--- src/hdl/mwm_pkg.sv ---
package mwm_pkg;

	localparam int VEL_W      = 16;
	localparam int LIM_W      = 15;
	localparam int SUM_W      = 18;
	localparam int MAG_W      = 17;
	localparam int PROD_W     = MAG_W + LIM_W;
	localparam int QUO_W      = PROD_W - MAG_W;
	localparam int WHEEL_W    = 16;
	localparam int NUM_WHEELS = 4;

	localparam logic [LIM_W-1:0] LIMIT_RESET = 15'd8000;

	// quotient bits resolved per divider stage
	localparam int DIV_STEPS_DEFAULT = 3;

	localparam int WHEEL_LF = 0;
	localparam int WHEEL_RF = 1;
	localparam int WHEEL_LB = 2;
	localparam int WHEEL_RB = 3;

	typedef struct packed {
		logic [MAG_W-1:0]   rem;
		logic [QUO_W-1:0]   dvd;
		logic [QUO_W-1:0]   quo;
		logic               neg;
		logic [WHEEL_W-1:0] raw;
	} lane_t;

	typedef struct packed {
		lane_t [NUM_WHEELS-1:0] lane;
		logic [MAG_W-1:0]       peak;
		logic                   scale;
	} div_t;

endpackage

--- src/hdl/mwm_front.sv ---
module mwm_front (
	input  logic                       clk,
	input  logic                       arst_n,
	input  logic [mwm_pkg::LIM_W-1:0]  speed_limit,
	input  logic                       in_valid,
	output logic                       in_ready,
	input  logic signed [mwm_pkg::VEL_W-1:0] vel_forward,
	input  logic signed [mwm_pkg::VEL_W-1:0] vel_sideways,
	input  logic signed [mwm_pkg::VEL_W-1:0] vel_rotate,
	output logic                       out_valid,
	input  logic                       out_ready,
	output mwm_pkg::div_t              out_data
);
	import mwm_pkg::*;

	function automatic logic signed [VEL_W-1:0] clamp_sym(
		input logic signed [VEL_W-1:0] v,
		input logic [LIM_W-1:0]        lim
	);
		logic signed [VEL_W:0] ext;
		logic signed [VEL_W:0] hi;
		logic signed [VEL_W:0] lo;
		ext = {v[VEL_W-1], v};
		hi  = $signed({2'b00, lim});
		lo  = -hi;
		if (ext > hi) begin
			clamp_sym = hi[VEL_W-1:0];
		end else if (ext < lo) begin
			clamp_sym = lo[VEL_W-1:0];
		end else begin
			clamp_sym = v;
		end
	endfunction

	logic rdy1, rdy2, rdy3, rdy4;
	logic v_s1, v_s2, v_s3, v_s4;

	logic signed [VEL_W-1:0] x_s1, y_s1, w_s1;
	logic signed [SUM_W-1:0] sum_s2 [NUM_WHEELS];
	logic [MAG_W-1:0]        mag_s3 [NUM_WHEELS];
	logic                    neg_s3 [NUM_WHEELS];
	logic [WHEEL_W-1:0]      raw_s3 [NUM_WHEELS];
	div_t                    data_s4;

	assign rdy4     = !v_s4 || out_ready;
	assign rdy3     = !v_s3 || rdy4;
	assign rdy2     = !v_s2 || rdy3;
	assign rdy1     = !v_s1 || rdy2;
	assign in_ready = rdy1;

	always_ff @(posedge clk or negedge arst_n) begin
		if (!arst_n) begin
			v_s1 <= 1'b0;
			v_s2 <= 1'b0;
			v_s3 <= 1'b0;
			v_s4 <= 1'b0;
		end else begin
			if (rdy1) v_s1 <= in_valid;
			if (rdy2) v_s2 <= v_s1;
			if (rdy3) v_s3 <= v_s2;
			if (rdy4) v_s4 <= v_s3;
		end
	end

	// s1: clamp translation
	always_ff @(posedge clk) begin
		if (rdy1 && in_valid) begin
			x_s1 <= clamp_sym(vel_forward, speed_limit);
			y_s1 <= clamp_sym(vel_sideways, speed_limit);
			w_s1 <= vel_rotate;
		end
	end

	// s2: raw wheel sums
	logic signed [SUM_W-1:0] xe, ye, we;
	assign xe = {{(SUM_W-VEL_W){x_s1[VEL_W-1]}}, x_s1};
	assign ye = {{(SUM_W-VEL_W){y_s1[VEL_W-1]}}, y_s1};
	assign we = {{(SUM_W-VEL_W){w_s1[VEL_W-1]}}, w_s1};

	always_ff @(posedge clk) begin
		if (rdy2 && v_s1) begin
			sum_s2[WHEEL_LF] <= xe + ye + we;
			sum_s2[WHEEL_RF] <= xe - ye - we;
			sum_s2[WHEEL_LB] <= xe - ye + we;
			sum_s2[WHEEL_RB] <= xe + ye - we;
		end
	end

	// s3: magnitude and sign
	always_ff @(posedge clk) begin
		if (rdy3 && v_s2) begin
			for (int i = 0; i < NUM_WHEELS; i++) begin
				neg_s3[i] <= sum_s2[i][SUM_W-1];
				raw_s3[i] <= sum_s2[i][WHEEL_W-1:0];
				if (sum_s2[i][SUM_W-1]) begin
					mag_s3[i] <= MAG_W'(-sum_s2[i]);
				end else begin
					mag_s3[i] <= sum_s2[i][MAG_W-1:0];
				end
			end
		end
	end

	// s4: scaled numerators, peak and scale decision
	logic [MAG_W-1:0]  pk01, pk23, peak;
	logic [PROD_W-1:0] prod [NUM_WHEELS];

	always_comb begin
		pk01 = (mag_s3[0] > mag_s3[1]) ? mag_s3[0] : mag_s3[1];
		pk23 = (mag_s3[2] > mag_s3[3]) ? mag_s3[2] : mag_s3[3];
		peak = (pk01 > pk23) ? pk01 : pk23;
		for (int i = 0; i < NUM_WHEELS; i++) begin
			prod[i] = PROD_W'(mag_s3[i]) * PROD_W'(speed_limit);
		end
	end

	always_ff @(posedge clk) begin
		if (rdy4 && v_s3) begin
			data_s4.peak  <= peak;
			data_s4.scale <= peak > {2'b00, speed_limit};
			for (int i = 0; i < NUM_WHEELS; i++) begin
				data_s4.lane[i].rem <= prod[i][PROD_W-1:QUO_W];
				data_s4.lane[i].dvd <= prod[i][QUO_W-1:0];
				data_s4.lane[i].quo <= '0;
				data_s4.lane[i].neg <= neg_s3[i];
				data_s4.lane[i].raw <= raw_s3[i];
			end
		end
	end

	assign out_valid = v_s4;
	assign out_data  = data_s4;

endmodule

--- config.mk ---
export PLATFORM = sky130hd
export DESIGN_NAME = mwm_front
export DESIGN_NICKNAME = d
export VERILOG_FILES = /design/src/hdl/mwm_pkg.sv /design/src/hdl/mwm_front.sv
export SDC_FILE = /design/constraint.sdc
export NUM_CORES = 2
export LEC_CHECK = 0
export CAP_MARGIN = 25
export CORE_ASPECT_RATIO = 0.7
export CORE_UTILIZATION = 50
export DETAILED_ROUTE_END_ITERATION = 10
export DONT_BUFFER_PORTS = 1
export HOLD_SLACK_MARGIN = 0.06
export PLACE_DENSITY_LB_ADDON = 0.12
export SLEW_MARGIN = 20
export SYNTH_ARGS = -nofsm -noshare
export SYNTH_HDL_FRONTEND = slang
export SYNTH_SLANG_ARGS = --single-unit
--- constraint.sdc ---
create_clock -name clk -period 13.2 [get_ports clk]
set_input_delay 1.32 -clock clk [delete_from_list [all_inputs] [get_ports clk]]
set_output_delay 1.32 -clock clk [all_outputs]
set_load 0.005 [all_outputs]
==> flow_summary_export.csv <==
group,metric,value,unit
grt,grt_max_degree,71,
setup_path,critPathLaunchType,"flip-flop",
final_layout,final_common_cell,"inv_1",
synthesis,synthArstFlopShare,0.008547,
drt,first_pass_iters,6,
clock_network,holdBufCountCts,0,
sta,period_share,0.5685,
setup_path,required,13.62,ns
drt,drcViolationCount,0,
final_layout,layout-drive-gt1-share,0.02985,
clock_network,cts_setup_buffers,0,
clock_network,clock-sinks,468,
placed_design,dp_slack,5.300,ns
drt,avgRoutedWirePerCell,22.81,µm
synthesis,synth-edff-count,464,
clock_network,cts_resized,0,
synthesis,synth-main-ff-cell,"edfxtp_1",
sta,rsz0062_at_grt,"no",
drt,wirelength,160600,µm
clock_network,cts_tree,"built",
synthesis,synth_cells,5607,
setup_path,worst_setup_path_end_kind,"flip-flop",
synthesis,seq_area_frac_synth,0.2490,
floorplanning,core-area,111200,µm²
final_layout,final_cells,7039,
placed_design,gp_congestion,0.9470,
setup_path,crit_path_max_incr_delay,0.77,ns
floorplanning,die-area,114100,µm²
synthesis,avgSynthCellArea,10.05,µm²
clock_network,clockRootBuffer,"clkbuf_16",
placed_design,io_buffers,0,
grt,grt_pass1_wl,245300,µm
grt,antenna_found_initial,3,
placed_design,place_area,57550,µm²
synthesis,synth_area,56350,µm²
grt,use_met1,0.4062,
sta,fin_ws,5.696,ns
synthesis,yosysUniqueCellTypes,84,
grt,use_met2,0.4404,
placed_design,dpl.cell_count,6943,
grt,grt_use_total,0.2873,
final_layout,syn2layout_area_growth,5.207,%
sta,setup_viol,0,
sta,max_freq,0.1333,GHz
hold_path,min_path_type,"primary input to async pin",
synthesis,ys_warn_count,0,
sta,maxSlewHeadroom,0.2682,
floorplanning,ioPinCount,343,
drt,vias,39240,
grt,busiest_layer,"met2",
clock_network,clk_pin_slew_worst_paths,0.09,ns
setup_path,critPathMaxFanout,16,
setup_path,crit_type,"flip-flop to flip-flop",
grt,grt-ovfl-total,0,
status,status,"finished clean",
sta,tns,0,ns
floorplanning,die-width,403.2,µm
clock_network,cts_buffers,50,
clock_network,clock_latency,0.69,ns
clock_network,clockBufferDepth,3,
floorplanning,rows,102,
synthesis,ys_seq_elements,468,
setup_path,arrival,7.92,ns
final_layout,final_cell_mix,"inv_1, fa_1, nand2_1, ha_1, edfxtp_1",
floorplanning,die_y,282.9,µm
final_layout,final_area,59280,µm²
sta,tightestPinTransition,1.094,ns
sta,report.final.hold_viol_count,0,
drt,drtIter0Drc,3674,
grt,grt_pass1_vias,39990,
setup_path,cp_slowest_cell,"o21ai_2",
setup_path,cpMostUsedCell,"o21ai_0",
drt,drt-vias-per-instance,5.575,
sta,final.setup_skew,0.07102,ns
placed_design,place_hpwl,124300,µm
final_layout,fin_nets,6949,
drt,final_antenna_net_count,0,
clock_network,htree_num_levels,2,
sta,period_minus_slack,7.504,ns
sta,drv_slew,0,
job,drv_cap,0,
grt,use_met3,0.07789,
floorplanning,start_util,0.5069,
per-layer routing:
layer / part of all wire / up-vias
met1: 0.44 / 19690
met5: 0 / -
met4: 0.024 / 0
li1: - / 17780
met2: 0.43 / 1584
met3: 0.10 / 184
logic make-up (layout without fill, tap and decap cells):
kind of cell,after synthesis,in the layout,synth area share
AOI/OAI and AO/OA,645,645,0.07570
buffers and inverters,1174,1035,0.08240
DFF,468,468,0.2490
xor gates and xnor gates,257,257,0.03995
adders and majority gates,1395,1395,0.4134
and+or+nand+nor,1608,1608,0.1289
other,1,64,0.00006655
muxes,59,59,0.01050
cells in the mapped netlist (58+ instances only):
| library cell | instances | share of area |
|---|---|---|
| a21o_1 | 81 | 0.011 |
| a21oi_1 | 194 | 0.017 |
| and2_1 | 221 | 0.025 |
| buf_4 | 62 | 0.0083 |
| clkbuf_1 | 198 | 0.013 |
| edfxtp_1 | 464 | 0.25 |
| fa_1 | 778 | 0.28 |
| ha_1 | 617 | 0.14 |
| inv_1 | 881 | 0.059 |
| mux2i_1 | 58 | 0.010 |
| nand2_1 | 687 | 0.046 |
| nor2_1 | 404 | 0.027 |
| nor3_1 | 60 | 0.0053 |
| o21ai_0 | 102 | 0.0091 |
| xnor2_1 | 178 | 0.028 |
| xor2_1 | 79 | 0.012 |
per-stage QoR:
step / utilization / hold WS (ns)
after floorplan: - / 0.4003
after global placement: 0.5177 / 0.4030
after detailed placement: 0.5177 / 0.4045
after CTS: 0.5332 / 0.3297
after global routing: 0.5332 / 0.3424
final: 0.5333 / 0.3671
worst max-delay path, delay by kind of cell, from the launching register on:
| kind | cells | cell delay, ns |
|---|---|---|
| AO/OA/AOI/OAI | 19 | 3.44 |
| adder cells (fa/ha/maj) | 3 | 1.01 |
| AND/OR/NAND/NOR | 7 | 0.89 |
| buffers and inverters | 2 | 0.88 |
| flip-flops | 1 | 0.73 |
| multiplexers | 1 | 0.27 |
flip-flops by register name, indices dropped and copies added (netlist names):
register and count:
v_s1 1, w_s1 16, out_valid 1, neg_s3 4, sum_s2 70, out_data 212, y_s1 16, raw_s3 62
mag_s3 68, v_s3 1, v_s2 1, x_s1 16
worst paths after layout:
path                       slack (ns)               startpoint  cells past startpoint                      end
setup / recovery                 5.70  mag_s3[3][11]$_DFFE_PP_                     32    out_data[0]$_DFFE_PP_
hold / removal                   0.37                   arst_n                      0         v_s1$_DFFE_PN0N_
setup reg to reg                 5.70  mag_s3[3][11]$_DFFE_PP_                     32    out_data[0]$_DFFE_PP_
hold reg to reg                  0.42   raw_s3[2][6]$_DFFE_PP_                      0  out_data[152]$_DFFE_PP_
max in group asynchronous       12.77                   arst_n                      0         v_s3$_DFFE_PN0P_
min in group clk                 0.42   raw_s3[2][6]$_DFFE_PP_                      0  out_data[152]$_DFFE_PP_
layout make-up:
type / instances / area, µm²
multi-input cells: 4024 / 37930
clock buffers: 55 / 1270
fillers: 10030 / 51880
repair buffers: 42 / 315.3
flip-flops and latches: 468 / 14030
well taps: 1508 / 1887
diodes: 4 / 10.01
inverters: 901 / 3382
clock inverters: 37 / 455.4
Power is left out: the tool's default activity adds up to more than one toggle a clock period on the data nets, which glitch-free logic cannot reach.
