$ cat config.mk
export PLATFORM = sky130hd
export DESIGN_NAME = mwm_div_stage
export DESIGN_NICKNAME = d
export VERILOG_FILES = /design/src/hdl/mwm_pkg.sv /design/src/hdl/mwm_div_stage.sv
export SDC_FILE = /design/constraint.sdc
export NUM_CORES = 1
export LEC_CHECK = 0
export ABC_AREA = 0
export BUFFER_PORTS_ARGS = -buffer_cell sky130_fd_sc_hd__buf_2
export CORE_AREA = 2 2 218 220
export CTS_CLUSTER_DIAMETER = 60
export DETAILED_ROUTE_END_ITERATION = 6
export DIE_AREA = 0 0 220 222
export HOLD_SLACK_MARGIN = 0.06
export PLACE_DENSITY_LB_ADDON = 0.25
export SYNTH_ARGS = -nofsm -noshare
export SYNTH_HDL_FRONTEND = slang
export SYNTH_SLANG_ARGS = --single-unit
$ cat constraint.sdc
create_clock -name clk -period 13.4 [get_ports clk]
set_clock_uncertainty 0.2 [all_clocks]
set_input_delay 2.01 -clock clk [delete_from_list [all_inputs] [get_ports clk]]
set_output_delay 2.01 -clock clk [all_outputs]
set_load 0.05 [all_outputs]
$ cat src/hdl/mwm_pkg.sv
package mwm_pkg;

	localparam int VEL_W      = 16;
	localparam int LIM_W      = 15;
	localparam int SUM_W      = 18;
	localparam int MAG_W      = 17;
	localparam int PROD_W     = MAG_W + LIM_W;
	localparam int QUO_W      = PROD_W - MAG_W;
	localparam int WHEEL_W    = 16;
	localparam int NUM_WHEELS = 4;

	localparam logic [LIM_W-1:0] LIMIT_RESET = 15'd8000;

	// quotient bits resolved per divider stage
	localparam int DIV_STEPS_DEFAULT = 3;

	localparam int WHEEL_LF = 0;
	localparam int WHEEL_RF = 1;
	localparam int WHEEL_LB = 2;
	localparam int WHEEL_RB = 3;

	typedef struct packed {
		logic [MAG_W-1:0]   rem;
		logic [QUO_W-1:0]   dvd;
		logic [QUO_W-1:0]   quo;
		logic               neg;
		logic [WHEEL_W-1:0] raw;
	} lane_t;

	typedef struct packed {
		lane_t [NUM_WHEELS-1:0] lane;
		logic [MAG_W-1:0]       peak;
		logic                   scale;
	} div_t;

endpackage

$ cat src/hdl/mwm_div_stage.sv
module mwm_div_stage #(
	parameter int STEPS = mwm_pkg::DIV_STEPS_DEFAULT
) (
	input  logic          clk,
	input  logic          arst_n,
	input  logic          in_valid,
	output logic          in_ready,
	input  mwm_pkg::div_t in_data,
	output logic          out_valid,
	input  logic          out_ready,
	output mwm_pkg::div_t out_data
);
	import mwm_pkg::*;

	logic v_s1;
	div_t data_s1;
	div_t nxt;

	// restoring division, STEPS quotient bits per lane
	always_comb begin
		logic [MAG_W:0] t;
		logic           qb;
		nxt = in_data;
		for (int i = 0; i < NUM_WHEELS; i++) begin
			for (int s = 0; s < STEPS; s++) begin
				t  = {nxt.lane[i].rem, nxt.lane[i].dvd[QUO_W-1]};
				qb = t >= {1'b0, nxt.peak};
				if (qb) t = t - {1'b0, nxt.peak};
				nxt.lane[i].dvd = {nxt.lane[i].dvd[QUO_W-2:0], 1'b0};
				nxt.lane[i].rem = t[MAG_W-1:0];
				nxt.lane[i].quo = {nxt.lane[i].quo[QUO_W-2:0], qb};
			end
		end
	end

	assign in_ready = !v_s1 || out_ready;

	always_ff @(posedge clk or negedge arst_n) begin
		if (!arst_n) begin
			v_s1 <= 1'b0;
		end else if (in_ready) begin
			v_s1 <= in_valid;
		end
	end

	always_ff @(posedge clk) begin
		if (in_ready && in_valid) begin
			data_s1 <= nxt;
		end
	end

	assign out_valid = v_s1;
	assign out_data  = data_s1;

endmodule

==> results.json, run 1 <==
{
  "place.gp.congestion": 0.958,
  "status": "complete, no violations",
  "peakVddDrop_v": 0.000155,
  "chipWidth_um": 220,
  "vias_per_cell": 5.75,
  "grt_util_all_layers": 0.291,
  "setup_violations": 0,
  "pre_cts_slack_ns": 1.82,
  "ys_ff_latch": 263,
  "synth_edf_count": 262,
  "overflow": 0,
  "p_leak_uw": 0.0108,
  "synth_commonest_cells": "edfxtp_1 (262), ha_1 (204), a21oi_1 (146)",
  "cp_common_cell": "a21o_1",
  "cp-end-kind": "register",
  "drc": 0,
  "max_cap_violations": 0,
  "worst_setup_path_start_kind": "input pin",
  "final_layout_size_suffix_gt1_frac": 0.295,
  "numCtsBuffers": 37,
  "antenna_found_initial": 23,
  "nets": 2977,
  "hold_viol": 0,
  "clock_sinks": 263,
  "vias": 17900,
  "die_h_um": 222,
  "routedWlPerCell_um": 23.5,
  "synthDistinctLibCells": 86,
  "cp.buffers_inverters": 6,
  "path_class": "in -> reg",
  "dp_hpwl_um": 58700,
  "grt_pass1_wl_um": 106000,
  "ys_warn_count": 0,
  "cts_buffer_depth": 3,
  "dieArea_um2": 48800,
  "core-area_um2": 46300,
  "cp-startpoint": "in_data[2]",
  "slew_viol_final": 0,
  "layout_worst_path_cycle_share": 0.831,
  "hold_class": "reg -> reg",
  "drtIter0Drc": 1112,
  "timing.rr.start": "out_valid",
  "hp-start": "out_valid",
  "cts_resized": 0,
  "worst_slack_ns": 2.27,
  "powerDensity_nw_per_um2": 205,
  "n_fill_cell": 4212,
  "post-synth-top-area-cell": "edfxtp_1",
  "synthCells": 1919,
  "boundaryPins": 554,
  "yosysMostFrequentCell": "edfxtp_1",
  "cts_hold_buffers": 0,
  "drt-pass1-iter-count": 7,
  "grt_start_max_net_pins": 82,
  "grt_pass1_vias": 17500,
  "slowest_stage": "o31ai_2",
  "worstPathMaxFanout": 20,
  "finalWirelength_um": 73500,
  "synth_seq_area_share": 0.396,
  "synthArstFlopShare": 0.00380,
  "syn2layout_area_growth_pct": 23.4,
  "rsz0062_at_grt": "false",
  "max_freq_ghz": 0.0898,
  "critPathTopFamily": "compound AO/OA/AOI/OAI gates",
  "multi_input_area_um2": 11500,
  "period_minus_slack_ns": 11.13,
  "crit_path_max_incr_delay_ns": 0.72,
  "setup_tns_ns": 0,
  "synth_top_area_frac": 0.395,
  "cts_tree": "built",
  "worst_slew_pin_slew_ns": 1.06,
  "slew-limit-headroom": 0.292,
  "synth_area_leaders": "edfxtp_1 (39%), ha_1 (13%), mux2_2 (4.7%)",
  "synthFlopType": "edfxtp_1",
  "place.port_buffers": 529,
  "regArea_um2": 7890,
  "ant_nets": 0,
  "fp-row-count": 79,
  "clk_pin_slew_ns": 0.06,
  "avgSynthCellArea_um2": 10.4,
  "root_buffer": "clkbuf_16",
  "post_cts_buffers": 0,
  "worstSkewPairLatency_ns": 0.55,
  "start_util": 0.431,
  "cp.arrival_ns": 11.22,
  "synthesis.area_um2": 19900,
  "cp.required_ns": 13.49,
  "cts.htree.levels": 2
}
stage by stage:
| stage | instances | cell area (um2) | hold WS, ns | total power (uW) | utilization |
|---|---|---|---|---|---|
| floorplan | 1930 | 20000 | 0.975 | 3440 | - |
| global placement | 3051 | 23400 | 0.313 | 4020 | 0.505 |
| detailed placement | 3051 | 23400 | 0.380 | 4060 | 0.505 |
| CTS | 3115 | 24600 | 0.393 | 5070 | 0.531 |
| global route | 3118 | 24600 | 0.451 | 5360 | 0.532 |
| finish | 3121 | 24600 | 0.391 | 5050 | 0.532 |
registers in the layout, summed over array words and instances (netlist names):
signal and count:
out_data 262, out_valid 1
final cells by class:
class                   count  area share
well taps                 607      0.0309
inverters                  95      0.0145
diodes                      6    0.000610
clock inverters            22      0.0100
repair buffers            556       0.116
multi-input cells        1530       0.468
flip-flops and latches    263       0.321
clock buffers              42      0.0393
cell families after synthesis:
kind of cell	after synthesis	synth area share
AO/OA/AOI/OAI	566	0.190
other	1	0.000188
multiplexers	112	0.0619
buffers and inverters	137	0.0289
XOR/XNOR	147	0.0646
flip-flops	263	0.396
adder cells (fa/ha/maj)	216	0.140
AND/OR/NAND/NOR	477	0.118
cells in the final DEF, fill, tap and decap left out, types with 38 or more instances in the layout:
cell type and instances:
a21o_1 66, a21oi_1 146, buf_2 529, clkbuf_16 38, edfxtp_1 262, ha_1 204, inv_1 91, mux2_2 83
nand2_1 125, nor2_1 109, nor3_1 39, o21ai_0 122, xnor2_1 102, xor2_1 45
final timing paths:
check / cells past startpoint / slack, ns / endpoint
max: 33 / 2.27 / out_data[74]
min: 2 / 0.39 / out_valid
max reg2reg: 3 / 10.77 / out_data[98]
min reg2reg: 2 / 0.39 / out_valid
max in group asynchronous: 1 / 11.89 / out_valid
min in group asynchronous: 1 / 1.02 / out_valid
layer usage:
metal  GRT usage  vias up  part of all wire
li1            -     8439                 -
met1       0.348     8616              0.40
met2       0.510      708              0.49
met3      0.0606      150             0.071
met4       0.107       26             0.037
met5           0        -            0.0023
power by group:
part | total [uW] | internal [uW] | switching [uW]
clock network | 980 | 585 | 395
registers | 1180 | 1140 | 37.5
logic | 2890 | 1110 | 1780
total | 5050 | 2840 | 2220
worst min-delay path: cells and delay by family, from the launching register on:
family,cells,cell delay (ns)
and+or+nand+nor,2,0.19
DFF,1,0.37
Note: power is estimated with default switching activity, not from simulation.
==> inputs of run 2 (changes only) <==
CORE_AREA = default   (was 2 2 218 220)
CORE_ASPECT_RATIO = 0.6   (was default)
CORE_MARGIN = 2   (was default)
CORE_UTILIZATION = 49   (was default)
DIE_AREA = default   (was 0 0 220 222)
clock period = 9.1 ns   (was 13.4 ns; I/O delays follow)
==> results.json, run 2 (synthesized netlist as in run 1, its figures left out) <==
{
  "holdWs_ns": 0.353,
  "place_inst": 3214,
  "cp.required_ns": 9.20,
  "ant_nets": 0,
  "cts.htree.levels": 1,
  "syn2layout_area_growth_pct": 31.2,
  "power_switching_share": 0.440,
  "cts_buffer_depth": 3,
  "drc": 0,
  "vias_per_cell": 5.76,
  "start_util": 0.495,
  "grt_pass1_vias": 17800,
  "setup_violations": 0,
  "place.port_buffers": 529,
  "layout_worst_path_cycle_share": 0.964,
  "worstSkewPairLatency_ns": 0.57,
  "die_h_um": 160,
  "rsz0062_at_grt": "false",
  "cts_tree": "built",
  "root_buffer": "clkbuf_16",
  "n_fill_cell": 3296,
  "critPathTopFamily": "compound AO/OA/AOI/OAI gates",
  "pwr-share-seq": 0.225,
  "hold_class": "in -> async",
  "switching_power_uw": 3410,
  "clock_sinks": 263,
  "cp-end-kind": "register",
  "grt_start_max_net_pins": 195,
  "status": "complete, no violations",
  "peakVddDrop_v": 0.000199,
  "drtIter0Drc": 1923,
  "antenna_found_initial": 10,
  "slew_viol_final": 0,
  "setup_tns_ns": 0,
  "largest_reg_flops": 262,
  "total_power_uw": 7740,
  "grt_pass1_wl_um": 108000,
  "fin_area_um2": 26200,
  "worst_slew_pin_slew_ns": 1.13,
  "dp_hpwl_um": 60700,
  "period_minus_slack_ns": 8.78,
  "cp_common_cell": "buf_4",
  "max_freq_ghz": 0.114,
  "max_cap_violations": 0,
  "final_cells": 3267,
  "slew-limit-headroom": 0.247,
  "mostFrequentLayoutCells": "buf_2 (529), edfxtp_1 (262), buf_4 (257)",
  "crit_path_max_incr_delay_ns": 0.57,
  "fp-row-count": 57,
  "cp.arrival_ns": 8.88,
  "p_leak_uw": 0.0118,
  "vias": 18800,
  "boundaryPins": 554,
  "drt-pass1-iter-count": 7,
  "clk_pin_slew_ns": 0.07,
  "routedWlPerCell_um": 22.6,
  "final_layout_size_suffix_gt1_frac": 0.358,
  "final_common_cell": "buf_2",
  "postPlaceCellArea_um2": 25200,
  "reg2reg_slack_ns": 6.12,
  "place.gp.congestion": 0.972,
  "overflow": 0,
  "dieArea_um2": 42400,
  "slowest_stage": "fa_1",
  "hold_viol": 0,
  "pwr-share-clk": 0.149,
  "nets": 3208,
  "grt_util_all_layers": 0.336,
  "post_cts_buffers": 0,
  "power_frac_comb": 0.625,
  "internal-power_uw": 4330,
  "cp.buffers_inverters": 6,
  "numCtsBuffers": 29,
  "core-area_um2": 40300,
  "finalWirelength_um": 73900,
  "chipWidth_um": 264,
  "path_class": "in -> reg",
  "worst_setup_path_start_kind": "input pin",
  "worstPathMaxFanout": 8,
  "powerDensity_nw_per_um2": 296
}
run 2: cell count changes in the layout (fill, tap and decap cells not counted), moves of 4 or more:
cell,previous run,this run
buf_4,27,257
buf_12,0,9
clkbuf_16,38,29
diode_2,6,2
run 2: final cells by class:
type,instances,area [um2],share of cell area
Antenna cell,2,5.00,0.000191
Clock buffer,34,744,0.0285
Clock inverter,17,173,0.00660
Inverter,95,364,0.0139
Multi-Input combinational cell,1530,11600,0.442
Sequential cell,263,7890,0.302
Tap cell,531,664,0.0254
Timing Repair Buffer,795,4760,0.182
run 2: per-layer routing:
layer,vias to the layer above,global-route usage,routed length [um],share of wire
met4,4,0.0757,1800,0.024
li1,8911,-,-,-
met5,-,0,34,0.00046
met1,8988,0.501,33900,0.46
met3,104,0.0786,7120,0.096
met2,822,0.494,31000,0.42
run 2: final timing paths:
path / end / start / depth (start not counted)
max: out_data[207] / in_data[2] / 31
min in group clk: out_valid / out_valid / 2
max in group asynchronous: out_valid / arst_n / 1
min reg2reg: out_valid / out_valid / 2
max reg2reg: out_data[272] / out_valid / 3
min: out_valid / arst_n / 1
run 2: worst register-to-register path, delay by kind of cell, from the launching register on:
family / cells / cell delay, ns
AND/OR/NAND/NOR: 2 / 0.90
buffers and inverters: 1 / 0.80
flip-flops: 1 / 0.44
run 2: metrics by stage:
stage | setup slack, ns | util
global placement | -0.0858 | 0.626
floorplan | 0.00287 | -
detailed placement | -0.0706 | 0.626
global route | 0.00584 | 0.649
finish | 0.325 | 0.649
CTS | 0.491 | 0.649
run 2: what timing repair did:
action / 4_1_cts / 5_1_grt
gates resized for setup: 0 / 5
hold buffers: 0 / 0
setup endpoints to repair: 0 / 44
run 2: power groups by stage:
stage	Sequential (uW)	Combinational, uW	Clock, uW
5_1_grt	1760	5180	1210
6_report	1740	4840	1150
3_5_place_dp	1770	4730	0
3_3_place_gp	1770	4660	0
2_1_floorplan	2490	2600	0
4_1_cts	1750	4770	1170
